==> config.mk <==
export PLATFORM = sky130hd
export DESIGN_NAME = queued_mutex_unit_flat
export DESIGN_NICKNAME = d
export VERILOG_FILES = /design/src/hw/rtl/qmu_pkg.sv /design/src/hw/rtl/qmu_if.sv /design/src/hw/rtl/qmu_fifo.sv /design/src/hw/rtl/qmu_ctrl.sv /design/src/hw/rtl/queued_mutex_unit.sv /design/src/flat_wrapper.sv
export SDC_FILE = /design/constraint.sdc
export NUM_CORES = 1
export LEC_CHECK = 0
export CAP_MARGIN = 25
export CORE_ASPECT_RATIO = 2
export CORE_MARGIN = 8
export CORE_UTILIZATION = 63
export DETAILED_ROUTE_END_ITERATION = 10
export DONT_BUFFER_PORTS = 1
export PLACE_DENSITY = 0.79
export SYNTH_ARGS = -nofsm -noshare
export SYNTH_HDL_FRONTEND = slang
export SYNTH_HIERARCHICAL = 1
export SYNTH_SLANG_ARGS = --single-unit
==> constraint.sdc <==
create_clock -name clk -period 4.05 [get_ports clk]
set_input_delay 0.2025 -clock clk [delete_from_list [all_inputs] [get_ports clk]]
set_output_delay 0.2025 -clock clk [all_outputs]
set_load 0.03 [all_outputs]
==> src/hw/rtl/qmu_pkg.sv <==
// Shared types and constants for the queued mutex unit.
// Used by the interfaces, the waiter queue, the control logic and the top level.
`timescale 1ns / 1ps

package qmu_pkg;

  localparam int QUEUE_DEPTH = 16;
  localparam int ID_BITS     = 8;
  localparam int PTR_W       = (QUEUE_DEPTH > 1) ? $clog2(QUEUE_DEPTH) : 1;
  localparam int CNT_W       = $clog2(QUEUE_DEPTH + 1);

  localparam logic [1:0] OP_LOCK    = 2'd0;
  localparam logic [1:0] OP_TRYLOCK = 2'd1;
  localparam int         OP_UNLOCK_BIT = 1;

  typedef enum logic [2:0] {
    ST_ACQUIRED  = 3'd0,
    ST_QUEUED    = 3'd1,
    ST_BUSY      = 3'd2,
    ST_RELEASED  = 3'd3,
    ST_HANDOFF   = 3'd4,
    ST_NOT_OWNER = 3'd5,
    ST_FULL      = 3'd6
  } status_t;

  typedef logic [ID_BITS-1:0] tid_t;

  typedef struct packed {
    logic push;
    logic pop;
    tid_t push_id;
  } fifo_cmd_t;

  typedef struct packed {
    logic full;
    logic empty;
    tid_t head_id;
  } fifo_stat_t;

  typedef struct packed {
    status_t status;
    logic    owner_valid;
    tid_t    owner_id;
    logic    woken_valid;
    tid_t    woken_id;
  } rsp_t;

endpackage

==> src/hw/rtl/qmu_if.sv <==
// Valid/ready channel interfaces for mutex requests and responses.
// Depends on qmu_pkg for the payload widths.
`timescale 1ns / 1ps

interface qmu_req_if;
  logic                valid;
  logic                ready;
  logic [1:0]          operation;
  logic [qmu_pkg::ID_BITS-1:0] thread_id;

  modport source (output valid, output operation, output thread_id, input ready);
  modport sink   (input valid, input operation, input thread_id, output ready);
endinterface

interface qmu_rsp_if;
  logic                valid;
  logic                ready;
  logic [2:0]          status;
  logic                owner_valid;
  logic [qmu_pkg::ID_BITS-1:0] owner_id;
  logic                woken_valid;
  logic [qmu_pkg::ID_BITS-1:0] woken_id;

  modport source (output valid, output status, output owner_valid, output owner_id,
                  output woken_valid, output woken_id, input ready);
  modport sink   (input valid, input status, input owner_valid, input owner_id,
                  input woken_valid, input woken_id, output ready);
endinterface

==> src/hw/rtl/qmu_fifo.sv <==
// Circular queue of waiting thread ids with head/tail pointers and a fill count.
// Depends on qmu_pkg for depth, widths and the command/status structs.
`timescale 1ns / 1ps

module qmu_fifo (
  input  logic               clk,
  input  logic               rst_n,
  input  qmu_pkg::fifo_cmd_t cmd,
  output qmu_pkg::fifo_stat_t stat
);

  localparam logic [qmu_pkg::PTR_W-1:0] LAST_SLOT = qmu_pkg::PTR_W'(qmu_pkg::QUEUE_DEPTH - 1);
  localparam logic [qmu_pkg::CNT_W-1:0] FULL_CNT  = qmu_pkg::CNT_W'(qmu_pkg::QUEUE_DEPTH);

  qmu_pkg::tid_t               slots_r [qmu_pkg::QUEUE_DEPTH];
  logic [qmu_pkg::PTR_W-1:0]   head_r, head_nxt;
  logic [qmu_pkg::PTR_W-1:0]   tail_r, tail_nxt;
  logic [qmu_pkg::CNT_W-1:0]   count_r, count_nxt;

  always_comb begin
    head_nxt  = head_r;
    tail_nxt  = tail_r;
    count_nxt = count_r;
    if (cmd.pop) begin
      head_nxt  = (head_r == LAST_SLOT) ? '0 : head_r + 1'b1;
      count_nxt = count_r - 1'b1;
    end
    if (cmd.push) begin
      tail_nxt  = (tail_r == LAST_SLOT) ? '0 : tail_r + 1'b1;
      count_nxt = count_r + 1'b1;
    end
  end

  always_ff @(posedge clk) begin
    if (!rst_n) begin
      head_r  <= '0;
      tail_r  <= '0;
      count_r <= '0;
    end else begin
      head_r  <= head_nxt;
      tail_r  <= tail_nxt;
      count_r <= count_nxt;
    end
  end

  // entries carry no reset; only written slots are ever read
  always_ff @(posedge clk) begin
    if (cmd.push) begin
      slots_r[tail_r] <= cmd.push_id;
    end
  end

  assign stat.full    = (count_r == FULL_CNT);
  assign stat.empty   = (count_r == '0);
  assign stat.head_id = slots_r[head_r];

endmodule

==> src/hw/rtl/qmu_ctrl.sv <==
// Ownership registers and per-request decision logic of the mutex.
// Depends on qmu_pkg; drives the waiter queue and forms the response word.
`timescale 1ns / 1ps

module qmu_ctrl (
  input  logic                clk,
  input  logic                rst_n,
  input  logic                accept,
  input  logic [1:0]          operation,
  input  qmu_pkg::tid_t       thread_id,
  input  qmu_pkg::fifo_stat_t fifo_stat,
  output qmu_pkg::fifo_cmd_t  fifo_cmd,
  output qmu_pkg::rsp_t       rsp
);

  logic             held_r, held_nxt;
  qmu_pkg::tid_t    holder_r, holder_nxt;
  qmu_pkg::status_t status;
  logic             woke;
  logic             push, pop;

  always_comb begin
    held_nxt   = held_r;
    holder_nxt = holder_r;
    woke       = 1'b0;
    push       = 1'b0;
    pop        = 1'b0;
    priority if (operation[qmu_pkg::OP_UNLOCK_BIT]) begin
      priority if (!held_r || holder_r != thread_id) begin
        status = qmu_pkg::ST_NOT_OWNER;
      end else if (!fifo_stat.empty) begin
        // hand ownership straight to the oldest waiter
        pop        = 1'b1;
        holder_nxt = fifo_stat.head_id;
        woke       = 1'b1;
        status     = qmu_pkg::ST_HANDOFF;
      end else begin
        held_nxt   = 1'b0;
        holder_nxt = '0;
        status     = qmu_pkg::ST_RELEASED;
      end
    end else if (!held_r) begin
      held_nxt   = 1'b1;
      holder_nxt = thread_id;
      status     = qmu_pkg::ST_ACQUIRED;
    end else if (operation == qmu_pkg::OP_TRYLOCK) begin
      status = qmu_pkg::ST_BUSY;
    end else if (fifo_stat.full) begin
      status = qmu_pkg::ST_FULL;
    end else begin
      push   = 1'b1;
      status = qmu_pkg::ST_QUEUED;
    end
  end

  always_ff @(posedge clk) begin
    if (!rst_n) begin
      held_r   <= 1'b0;
      holder_r <= '0;
    end else if (accept) begin
      held_r   <= held_nxt;
      holder_r <= holder_nxt;
    end
  end

  assign fifo_cmd.push    = accept & push;
  assign fifo_cmd.pop     = accept & pop;
  assign fifo_cmd.push_id = thread_id;

  assign rsp.status      = status;
  assign rsp.owner_valid = held_nxt;
  assign rsp.owner_id    = held_nxt ? holder_nxt : '0;
  assign rsp.woken_valid = woke;
  assign rsp.woken_id    = woke ? fifo_stat.head_id : '0;

endmodule

==> src/hw/rtl/queued_mutex_unit.sv <==
// Queued hardware mutex: request channel in, one response word per request out.
// Uses qmu_pkg, qmu_req_if/qmu_rsp_if, qmu_ctrl and qmu_fifo.
//
// in_req carries a lock, trylock or unlock request with the requesting thread id.
// Codes 2 and 3 both decode as unlock. out_rsp returns, for each request, its
// status, the owner after the request and, on a handoff, the thread that was woken.
// Lock on a held mutex queues the requester (up to QUEUE_DEPTH waiters, then the
// request is dropped with a queue-full status); unlock by the owner passes the
// mutex to the oldest waiter.
// Response: the word is registered and is on out_rsp in the cycle after the request is taken.
// Throughput: one request per cycle; the decision and the queue pointer update
// sit in a single stage between the request handshake and the response register.
// Stall: while a response waits and out_rsp.ready is low, in_req.ready drops and
// the response word holds; intake resumes in the cycle the word is taken.
// Reset (rst_n low, synchronous): mutex free, owner 0, queue empty, no response
// pending. Queue entries are not cleared and need no clearing pass.
`timescale 1ns / 1ps

module queued_mutex_unit (
  input  logic             clk,
  input  logic             rst_n,
  qmu_req_if.sink          in_req,
  qmu_rsp_if.source        out_rsp
);

  logic                accept;
  logic                out_valid_r;
  qmu_pkg::rsp_t       rsp;
  qmu_pkg::rsp_t       rsp_r;
  qmu_pkg::fifo_cmd_t  fifo_cmd;
  qmu_pkg::fifo_stat_t fifo_stat;

  assign in_req.ready = !out_valid_r || out_rsp.ready;
  assign accept       = in_req.valid && in_req.ready;

  qmu_ctrl u_ctrl (
    .clk       (clk),
    .rst_n     (rst_n),
    .accept    (accept),
    .operation (in_req.operation),
    .thread_id (in_req.thread_id),
    .fifo_stat (fifo_stat),
    .fifo_cmd  (fifo_cmd),
    .rsp       (rsp)
  );

  qmu_fifo u_fifo (
    .clk   (clk),
    .rst_n (rst_n),
    .cmd   (fifo_cmd),
    .stat  (fifo_stat)
  );

  always_ff @(posedge clk) begin
    if (!rst_n) begin
      out_valid_r <= 1'b0;
    end else if (in_req.ready) begin
      out_valid_r <= in_req.valid;
    end
  end

  always_ff @(posedge clk) begin
    if (accept) begin
      rsp_r <= rsp;
    end
  end

  assign out_rsp.valid       = out_valid_r;
  assign out_rsp.status      = rsp_r.status;
  assign out_rsp.owner_valid = rsp_r.owner_valid;
  assign out_rsp.owner_id    = rsp_r.owner_id;
  assign out_rsp.woken_valid = rsp_r.woken_valid;
  assign out_rsp.woken_id    = rsp_r.woken_id;

`ifndef ASSERT_OFF
  a_accept_gives_word : assert property (@(posedge clk) disable iff (!rst_n)
    accept |=> out_rsp.valid)
    else $error("accepted request produced no response word");

  a_handoff_woken : assert property (@(posedge clk) disable iff (!rst_n)
    out_rsp.valid |-> ((out_rsp.status == qmu_pkg::ST_HANDOFF) == out_rsp.woken_valid))
    else $error("woken flag disagrees with handoff status");

  a_handoff_owner : assert property (@(posedge clk) disable iff (!rst_n)
    out_rsp.valid && out_rsp.woken_valid |->
      out_rsp.owner_valid && out_rsp.owner_id == out_rsp.woken_id)
    else $error("woken thread is not the new owner");

  a_queue_sane : assert property (@(posedge clk) disable iff (!rst_n)
    !(fifo_stat.full && fifo_stat.empty) && !(fifo_cmd.pop && fifo_stat.empty))
    else $error("waiter queue count inconsistent");
`endif

endmodule

==> src/flat_wrapper.sv <==
// flat-port wrapper written by rule: the top's interface ports become plain ports
module queued_mutex_unit_flat 
  (clk, rst_n, in_req_valid, in_req_operation, in_req_thread_id, in_req_ready, out_rsp_valid, out_rsp_status, out_rsp_owner_valid, out_rsp_owner_id, out_rsp_woken_valid, out_rsp_woken_id, out_rsp_ready);
  qmu_req_if in_req_i ();
  qmu_rsp_if out_rsp_i ();
  input  logic clk;
  input  logic rst_n;
  input wire logic [$bits(in_req_i.valid)-1:0] in_req_valid;
  input wire logic [$bits(in_req_i.operation)-1:0] in_req_operation;
  input wire logic [$bits(in_req_i.thread_id)-1:0] in_req_thread_id;
  output wire logic [$bits(in_req_i.ready)-1:0] in_req_ready;
  output wire logic [$bits(out_rsp_i.valid)-1:0] out_rsp_valid;
  output wire logic [$bits(out_rsp_i.status)-1:0] out_rsp_status;
  output wire logic [$bits(out_rsp_i.owner_valid)-1:0] out_rsp_owner_valid;
  output wire logic [$bits(out_rsp_i.owner_id)-1:0] out_rsp_owner_id;
  output wire logic [$bits(out_rsp_i.woken_valid)-1:0] out_rsp_woken_valid;
  output wire logic [$bits(out_rsp_i.woken_id)-1:0] out_rsp_woken_id;
  input wire logic [$bits(out_rsp_i.ready)-1:0] out_rsp_ready;
  assign in_req_i.valid = in_req_valid;
  assign in_req_i.operation = in_req_operation;
  assign in_req_i.thread_id = in_req_thread_id;
  assign in_req_ready = in_req_i.ready;
  assign out_rsp_valid = out_rsp_i.valid;
  assign out_rsp_status = out_rsp_i.status;
  assign out_rsp_owner_valid = out_rsp_i.owner_valid;
  assign out_rsp_owner_id = out_rsp_i.owner_id;
  assign out_rsp_woken_valid = out_rsp_i.woken_valid;
  assign out_rsp_woken_id = out_rsp_i.woken_id;
  assign out_rsp_i.ready = out_rsp_ready;
  queued_mutex_unit u_core (.clk(clk), .rst_n(rst_n), .in_req(in_req_i), .out_rsp(out_rsp_i));
endmodule
==> results.txt, run 1 <==
Layout Cells excl Fill -> 635
Share of the synthesized area in the top cell type -> 59.3%
Total wire length -> 16.1 mm
Synth Flop Type -> edfxtp_1
WP data required -> 4120 ps
Skew-Pair Late Insertion Delay -> 420 ps
Tot Pwr -> 3.83 mW
Num rows -> 56
P&R area growth vs syn -> 9.75%
Placed insts -> 593
Vias in the first global route -> 4290
Worst-path clk slew -> 60 ps
Initial antenna violation count -> 0
DPL Wire Length -> 10.6 mm
Slew headroom -> 46.7%
DR WL/cell -> 25.3 microns
Hold path depth -> 1
Hold Path End -> u_core/out_rsp.status[1]
Grt peak-use layer -> met2
Via density per instance -> 6.43
CTS sink cnt -> 176
Worst R2R Path Depth -> 8
Longest Clk Path Bufs -> 2
Post-DRT Antenna Nets -> 0
Count of routing violations after the opening detailed-route iteration -> 278
Final setup viols -> 0
CP Class -> reg -> reg
Grt met2 use -> 38.9%
Post-synth top area cell -> edfxtp_1
TritonCTS clock tree -> built
Syn_nets -> 494
Net count, final -> 502
TritonRoute pass-1 iters -> 5
Register area share after synthesis -> 66.5%
Synth top area cells -> edfxtp_1, dfxtp_1, mux4_2, mux4_1, and2_1
Via count -> 4080
Synth unique cells -> 57
Root Driver -> clkbuf_16
Peak VDD IR -> 325 uV
Port Buffers -> 0
Hold Vio Cnt, Final -> 0
Gate count of the mapped netlist -> 471
CTS Buf Count -> 17
Post-Syn Area -> 7540 sq um
Die W -> 93.4 microns
Count leader, synth -> edfxtp_1
Setup Fix Bufs, Post-CTS -> 0
Asr flop ratio synth -> 0%
Core Region -> 11700 sq um
Synth warn -> 6
Met1 GRT Util -> 22.1%
Max-cap violations -> 0
TNS Setup -> 0 ps
IO Pins -> 37
Final Max Tran Viols -> 0
Critical Path Source Type -> flip-flop
First-pass GRT wire length -> 25.0 mm
Layout Skew -> 9.58 ps
H-Tree Depth -> 4
Worst slack at placement -> 829 ps
Worst Path Max Fanout -> 44
Top cells by count, synth -> edfxtp_1, nand2_1, dfxtp_1
Global placer's final weighted congestion -> 0.803
Flop-to-flop setup slack -> 740 ps
Power density over the cells -> 462 nW/um^2
Status -> finished, final reports clean
R2r startpoint -> u_core/out_rsp.valid
Drt drc -> 0
Pleak -> 2.79 nW
Grt ovf -> 0
Min setup slack post-route -> 739 ps
GR Util All Layers -> 21.6%
Hold_buf cts -> 12
# resized after CTS -> 0
Worst-Margin Slew -> 796 ps
Die height -> 171 microns
ANT cells -> 0
Fillers -> 719
Flops & latches, synth -> 176
WP data arrival -> 3380 ps
Hold/Removal Path Class -> in -> reg
Endpoint class of the critical path -> flip-flop
RR Endpoint -> u_core/u_fifo/slots_r[10][1]
Total Die Area -> 15900 sq um
HP Start -> in_req_operation[1]
Syn Area/Cell -> 16.0 sq um
Crit path time final -> 3310 ps
Final worst path period share -> 81.8%
RSZ-0062 raised after global routing -> no
Share of cells above drive strength 1 -> 15.5%
Fmax -> 302 MHz
Initial core utilization -> 64.5%
Number of synthesized flops with an enable pin -> 149
Met3 GRT Util -> 4.26%
Largest net degree at the start of global routing -> 45
## cells in the final DEF, fill, tap and decap left out, types with 3 or more instances in the layout
cell type | netlist | routed
o21ai_0 | 13 | 13
a21boi_0 | 5 | 5
and2_1 | 25 | 25
nor2_1 | 16 | 16
a21boi_1 | 5 | 5
a31oi_2 | 6 | 6
nor2b_1 | 6 | 6
bufinv_16 | 0 | 4
edfxtp_1 | 149 | 149
dlygate4sd3_1 | 0 | 12
xnor2_1 | 10 | 10
ha_1 | 8 | 8
a31oi_1 | 6 | 6
nand3_1 | 8 | 8
nand2_1 | 30 | 30
dfxtp_1 | 27 | 26
mux2i_1 | 3 | 3
buf_4 | 11 | 5
mux4_1 | 14 | 14
a22oi_1 | 16 | 16
nand2_2 | 7 | 7
clkbuf_16 | 0 | 17
a21o_1 | 3 | 3
a21oi_1 | 15 | 15
inv_1 | 18 | 18
mux4_2 | 18 | 18
## worst max-delay path, cell delays in order (launching register included)
cell,delay (ps)
dfxtp_1,430
nand2b_4,200
and2_4,480
nand2_1,160
nor3_1,160
buf_4,210
inv_1,170
nor3b_1,650
and2_1,480
## per-stage QoR
stage / cell area (sq um) / hold WS [ps] / util, %
detailed placement: 7560 / 303 / 64.6
floorplan: 7540 / 339 / -
finish: 8280 / 28.8 / 70.8
global placement: 7560 / 303 / 64.6
global route: 8280 / 35.2 / 70.8
CTS: 8280 / 6.84 / 70.8
## cell families (layout without fill, tap and decap cells)
| logic type | count (synthesis) | count (layout) | synth area share (%) |
|---|---|---|---|
| simple gates | 115 | 115 | 8.67 |
| buf+inv | 46 | 65 | 3.58 |
| flops | 176 | 176 | 66.5 |
| xor+xnor | 12 | 12 | 1.59 |
| fa+ha+maj | 9 | 9 | 1.59 |
| mux | 35 | 35 | 10.6 |
| compound gates | 78 | 78 | 7.43 |
## sequential cells by signal (all words and copies together) (netlist names), 3 cells and up, named ones only
register and flops:
u_core/u_fifo/tail_r 4, u_core/u_fifo/slots_r 128, u_core/u_fifo/count_r 5, u_core/out_rsp.owner_id 8
u_core/out_rsp.status 3, u_core/out_rsp.woken_id 8, u_core/u_ctrl/holder_r 8, u_core/u_fifo/head_r 4
## area by class of cell
type | instances | area [sq um] | area share (%)
clock buffers | 19 | 433 | 5.23
clock inverters | 11 | 165 | 1.99
inverters | 18 | 67.6 | 0.816
multi-input cells | 249 | 2260 | 27.3
flip-flops and latches | 176 | 5020 | 60.6
well taps | 145 | 181 | 2.19
repair buffers | 17 | 158 | 1.90
## metal layers
| layer | wire (microns) | vias up |
|---|---|---|
| met1 | 5660 | 2080 |
| met5 | 0 | - |
| met4 | 704 | 0 |
| met2 | 9000 | 136 |
| li1 | - | 1825 |
| met3 | 717 | 39 |
## power breakdown
part / total, mW / switching, mW / internal, mW
sequential: 2.03 / 0.0437 / 1.99
clock: 1.66 / 0.636 / 1.02
combinational: 0.136 / 0.0871 / 0.0485
## how the worst max path moves through the flow
stage | start | endpoint | slack (ps) | cells after the start
floorplan | u_core/out_rsp.valid | u_core/u_fifo/count_r[4] | 980 | 11
CTS | u_core/out_rsp.valid | u_core/u_fifo/slots_r[10][1] | 760 | 8
global placement | u_core/out_rsp.valid | u_core/u_fifo/slots_r[8][2] | 930 | 8
detailed placement | u_core/out_rsp.valid | u_core/u_fifo/slots_r[10][2] | 830 | 8
finish | u_core/out_rsp.valid | u_core/u_fifo/slots_r[10][1] | 740 | 8
global route | u_core/out_rsp.valid | u_core/u_fifo/slots_r[10][1] | 500 | 8
Power figures use the tool's default switching activity.
==> run 2, diff against run 1 <==
Clock period 4.05 ns to 3.25 ns, I/O delays scaled along.
==> results.txt, run 2 (same netlist as run 1, synthesis figures left out) <==
Die W -> 93.4 microns
Fmax -> 369 MHz
Initial core utilization -> 64.5%
Die height -> 171 microns
Core Region -> 11700 sq um
Via count -> 4143
GR Util All Layers -> 20.5%
Fillers -> 692
ANT cells -> 0
Largest net degree at the start of global routing -> 44
Final worst path period share -> 83.5%
Tot Pwr -> 4.74 mW
Placed insts -> 593
Peak VDD IR -> 471 uV
RSZ-0062 raised after global routing -> no
CTS sink cnt -> 176
WP data required -> 3560 ps
Drt drc -> 0
Met2 WL -> 8.86 mm
Worst-path clk slew -> 70 ps
Initial antenna violation count -> 0
Setup Fix Bufs, Post-CTS -> 0
Max-cap violations -> 0
CTS Buf Count -> 17
WP data arrival -> 3020 ps
H-Tree Depth -> 4
Hold/Removal Path Class -> in -> reg
IO Pins -> 37
Max reg flops -> 128
TritonRoute pass-1 iters -> 5
Hold Vio Cnt, Final -> 0
Global placer's final weighted congestion -> 0.811
DPL Wire Length -> 10.2 mm
Grt ovf -> 0
TritonCTS clock tree -> built
WL met1 -> 5.20 mm
CP Class -> reg -> reg
Layout Skew -> 11.5 ps
Top Layer Used -> met4
Num rows -> 56
Root Driver -> clkbuf_16
Post-DRT Antenna Nets -> 0
Core Util, Final -> 71.1%
Status -> finished, final reports clean
Crit path time final -> 2710 ps
Layout Cells excl Fill -> 639
Final setup viols -> 0
Share of cells above drive strength 1 -> 16.4%
Power density over the cells -> 570 nW/um^2
Port Buffers -> 0
Skew-Pair Late Insertion Delay -> 420 ps
DR WL/cell -> 24.2 microns
TNS Setup -> 0 ps
Final Max Tran Viols -> 0
First-pass GRT wire length -> 24.0 mm
Critical Path Source Type -> flip-flop
P&R area growth vs syn -> 10.2%
Met3 wire len -> 781 microns
Pleak -> 2.80 nW
Net count, final -> 504
Total Die Area -> 15900 sq um
Final Hold Slack -> 25.7 ps
Via density per instance -> 6.48
Most frequent cells in the layout -> edfxtp_1, nand2_1, dfxtp_1
Endpoint class of the critical path -> flip-flop
Most common cell after layout, fill and taps aside -> edfxtp_1
Total wire length -> 15.5 mm
Slew headroom -> 43.9%
Worst-Margin Slew -> 839 ps
Vias in the first global route -> 4321
Top reg by flops -> u_core/u_fifo/slots_r
Worst Path Max Fanout -> 24
Count of routing violations after the opening detailed-route iteration -> 293
Longest Clk Path Bufs -> 2
run 2: worst max-delay path, stage by stage, from the launching register on:
cell	delay [ps]
dfxtp_2	530
buf_12	270
mux4_2	530
a22oi_1	200
nand2_1	110
inv_1	60
o21ai_0	60
mux2i_1	160
a221oi_1	90
dlygate4sd3_1	580
run 2: cell type report:
| type | instances | area, sq um | share of cell area, % |
|---|---|---|---|
| well taps | 145 | 181 | 2.18 |
| clock buffers | 18 | 429 | 5.16 |
| repair buffers | 19 | 190 | 2.29 |
| multi-input cells | 249 | 2260 | 27.2 |
| clock inverters | 14 | 171 | 2.06 |
| flip-flops and latches | 176 | 5020 | 60.3 |
| inverters | 18 | 67.6 | 0.813 |
run 2: final timing paths:
path | start | depth (start not counted) | endpoint | slack [ps]
worst max register to register | flip-flop | 9 | u_core/u_ctrl/holder_r[7] | 540
worst max-delay path | flip-flop | 9 | u_core/u_ctrl/holder_r[7] | 540
worst min register to register | u_core/u_fifo/count_r[3] | 2 | u_core/u_fifo/count_r[3] | 520
worst min-delay path | in_req_operation[0] | 2 | u_core/out_rsp.status[1] | 30
run 2: through the flow:
step,setup slack (ps),cell area (sq um)
after floorplan,175,7540
after global placement,654,7570
after detailed placement,589,7570
after CTS,538,8310
after global routing,360,8310
final,537,8310
run 2: metal layers:
| layer | vias to the layer above | GRT usage (%) |
|---|---|---|
| met1 | 2094 | 19.6 |
| met2 | 168 | 38.4 |
| met3 | 44 | 4.57 |
| met5 | - | 0 |
| li1 | 1837 | - |
| met4 | 0 | 11.9 |
run 2: timing repair:
item                       4_1_cts  5_1_grt
hold buffers                    14        0
hold endpoints to repair       157        0
setup endpoints to repair        0        0
gates resized for setup          0        0
run 2: report_power, final:
part	total (mW)	leakage, nW	internal, mW	switching (mW)
registers	2.53	1.58	2.48	0.0545
clock network	2.03	0.285	1.16	0.872
logic	0.177	0.932	0.0631	0.114
==> run 3, diff against run 2 <==
Clock period 3.25 ns to 2.8 ns, I/O delays scaled along.
==> results.txt, run 3 (same netlist as run 1, synthesis figures left out) <==
Num rows -> 56
Port Buffers -> 0
Skew-Pair Late Insertion Delay -> 420 ps
Most common cell after layout, fill and taps aside -> edfxtp_1
Count of routing violations after the opening detailed-route iteration -> 425
Initial antenna violation count -> 0
Max reg flops -> 128
Endpoint class of the critical path -> flip-flop
Slowest stage delay, CP -> 600 ps
Final setup viols -> 0
Peak VDD IR -> 662 uV
DR WL/cell -> 25.1 microns
Max-cap violations -> 0
Layout Skew -> 8.11 ps
Min setup slack post-route -> 189 ps
Crit-path slowest cell -> or4_1
Critical Path Source Type -> flip-flop
DPL Wire Length -> 10.4 mm
CP Class -> reg -> reg
Global placer's final weighted congestion -> 0.829
Core Region -> 11700 sq um
ANT cells -> 0
Total Die Area -> 15900 sq um
RSZ-0062 raised after global routing -> no
Pleak -> 2.82 nW
Die height -> 171 microns
Tot Pwr -> 5.45 mW
Register Area -> 5020 sq um
TritonRoute pass-1 iters -> 6
Longest Clk Path Bufs -> 2
Net count, final -> 507
TNS Setup -> 0 ps
Worst slack at placement -> 145 ps
Logic pwr share -> 3.8%
GR Util All Layers -> 21.0%
Crit path time final -> 2610 ps
Sequential Power Share -> 53.9%
Crit path top cell by count -> a21oi_1
First-pass GRT wire length -> 24.5 mm
Worst Path Max Fanout -> 7
Slew headroom -> 41.9%
Top reg by flops -> u_core/u_fifo/slots_r
Worst-path clk slew -> 70 ps
Layout Cells excl Fill -> 642
Area of the multi-input gates -> 2270 sq um
Sw Ratio -> 21.6%
P&R area growth vs syn -> 10.8%
Final Hold Slack -> 39.6 ps
Most frequent cells in the layout -> edfxtp_1, nand2_1, and2_1
Fillers -> 687
Final worst path period share -> 93.3%
Vias in the first global route -> 4336
CP Cell Sequence -> or4_1, nor2_2, nor3_2, inv_2, ha_1, a21o_1, a21oi_1, a21oi_1, a311o_1
Initial core utilization -> 64.5%
Drt drc -> 0
TritonCTS clock tree -> built
CTS sink cnt -> 176
Hold Vio Cnt, Final -> 0
IO Pins -> 37
Post-DRT Antenna Nets -> 0
Setup Fix Bufs, Post-CTS -> 0
Hold path depth -> 2
Die W -> 93.4 microns
Via count -> 4225
Final Max Tran Viols -> 0
Switch Pwr -> 1.18 mW
Total wire length -> 16.1 mm
Via density per instance -> 6.58
Largest net degree at the start of global routing -> 44
Grt met2 use -> 39.1%
Worst-Margin Slew -> 869 ps
Int Pwr -> 4.27 mW
Status -> finished, final reports clean
Share of cells above drive strength 1 -> 17.9%
H-Tree Depth -> 4
Grt ovf -> 0
WP data required -> 3110 ps
Fmax -> 383 MHz
Grt peak-use layer -> met2
Met3 GRT Util -> 5.00%
Root Driver -> clkbuf_16
Hold/Removal Path Class -> in -> reg
WP data arrival -> 2920 ps
Clock share of power -> 42.4%
CTS Buf Count -> 17
Placed insts -> 595
Worst R2R Path Depth -> 9
Power density over the cells -> 652 nW/um^2
Met1 GRT Util -> 20.7%
-- run 3: repair_timing --
| action | CTS | global route |
|---|---|---|
| resized for setup | 0 | 3 |
| endpoints found under the hold margin | 158 | 0 |
| setup endpoints to repair | 0 | 2 |
| hold buffers | 14 | 0 |
-- run 3: critical path, delay by kind of cell (launching register included) --
family          cells  cell delay (ps)
compound gates      4              810
buf+inv             1              150
simple gates        3              890
fa+ha+maj           1              300
flops               1              360
-- run 3: layout make-up --
class	count	share of cell area, %
Multi-Input combinational cell	249	27.1
Timing Repair Buffer	22	2.90
Tap cell	145	2.17
Sequential cell	176	60.0
Inverter	18	0.808
Clock buffer	18	5.13
Clock inverter	14	1.84
-- run 3: stage by stage --
| stage | instance area, sq um | util [%] |
|---|---|---|
| after floorplan | 7560 | - |
| after global placement | 7610 | 65.0 |
| after detailed placement | 7610 | 65.0 |
| after CTS | 8330 | 71.2 |
| after global routing | 8360 | 71.5 |
| final | 8360 | 71.5 |
-- run 3: worst paths after layout --
path	start	to	slack [ps]
setup / recovery	u_core/u_fifo/count_r[0]	u_core/u_fifo/count_r[4]	190
hold / removal	rst_n	u_core/u_fifo/count_r[4]	40
setup reg to reg	u_core/u_fifo/count_r[0]	u_core/u_fifo/count_r[4]	190
hold reg to reg	u_core/u_fifo/count_r[3]	u_core/u_fifo/count_r[3]	530
-- run 3: power groups by stage --
stage | sequential [mW] | clock, mW | combinational (mW)
after floorplan | 2.99 | 0 | 0.149
after global placement | 2.99 | 0 | 0.145
after detailed placement | 3.00 | 0 | 0.150
after CTS | 2.94 | 2.35 | 0.199
after global routing | 2.94 | 2.45 | 0.224
final | 2.94 | 2.31 | 0.205
-- run 3: metal layers --
metal / up-vias / routed length (microns)
li1: 1854 / -
met1: 2127 / 5410
met2: 204 / 9300
met3: 40 / 885
met4: 0 / 505
met5: - / 0
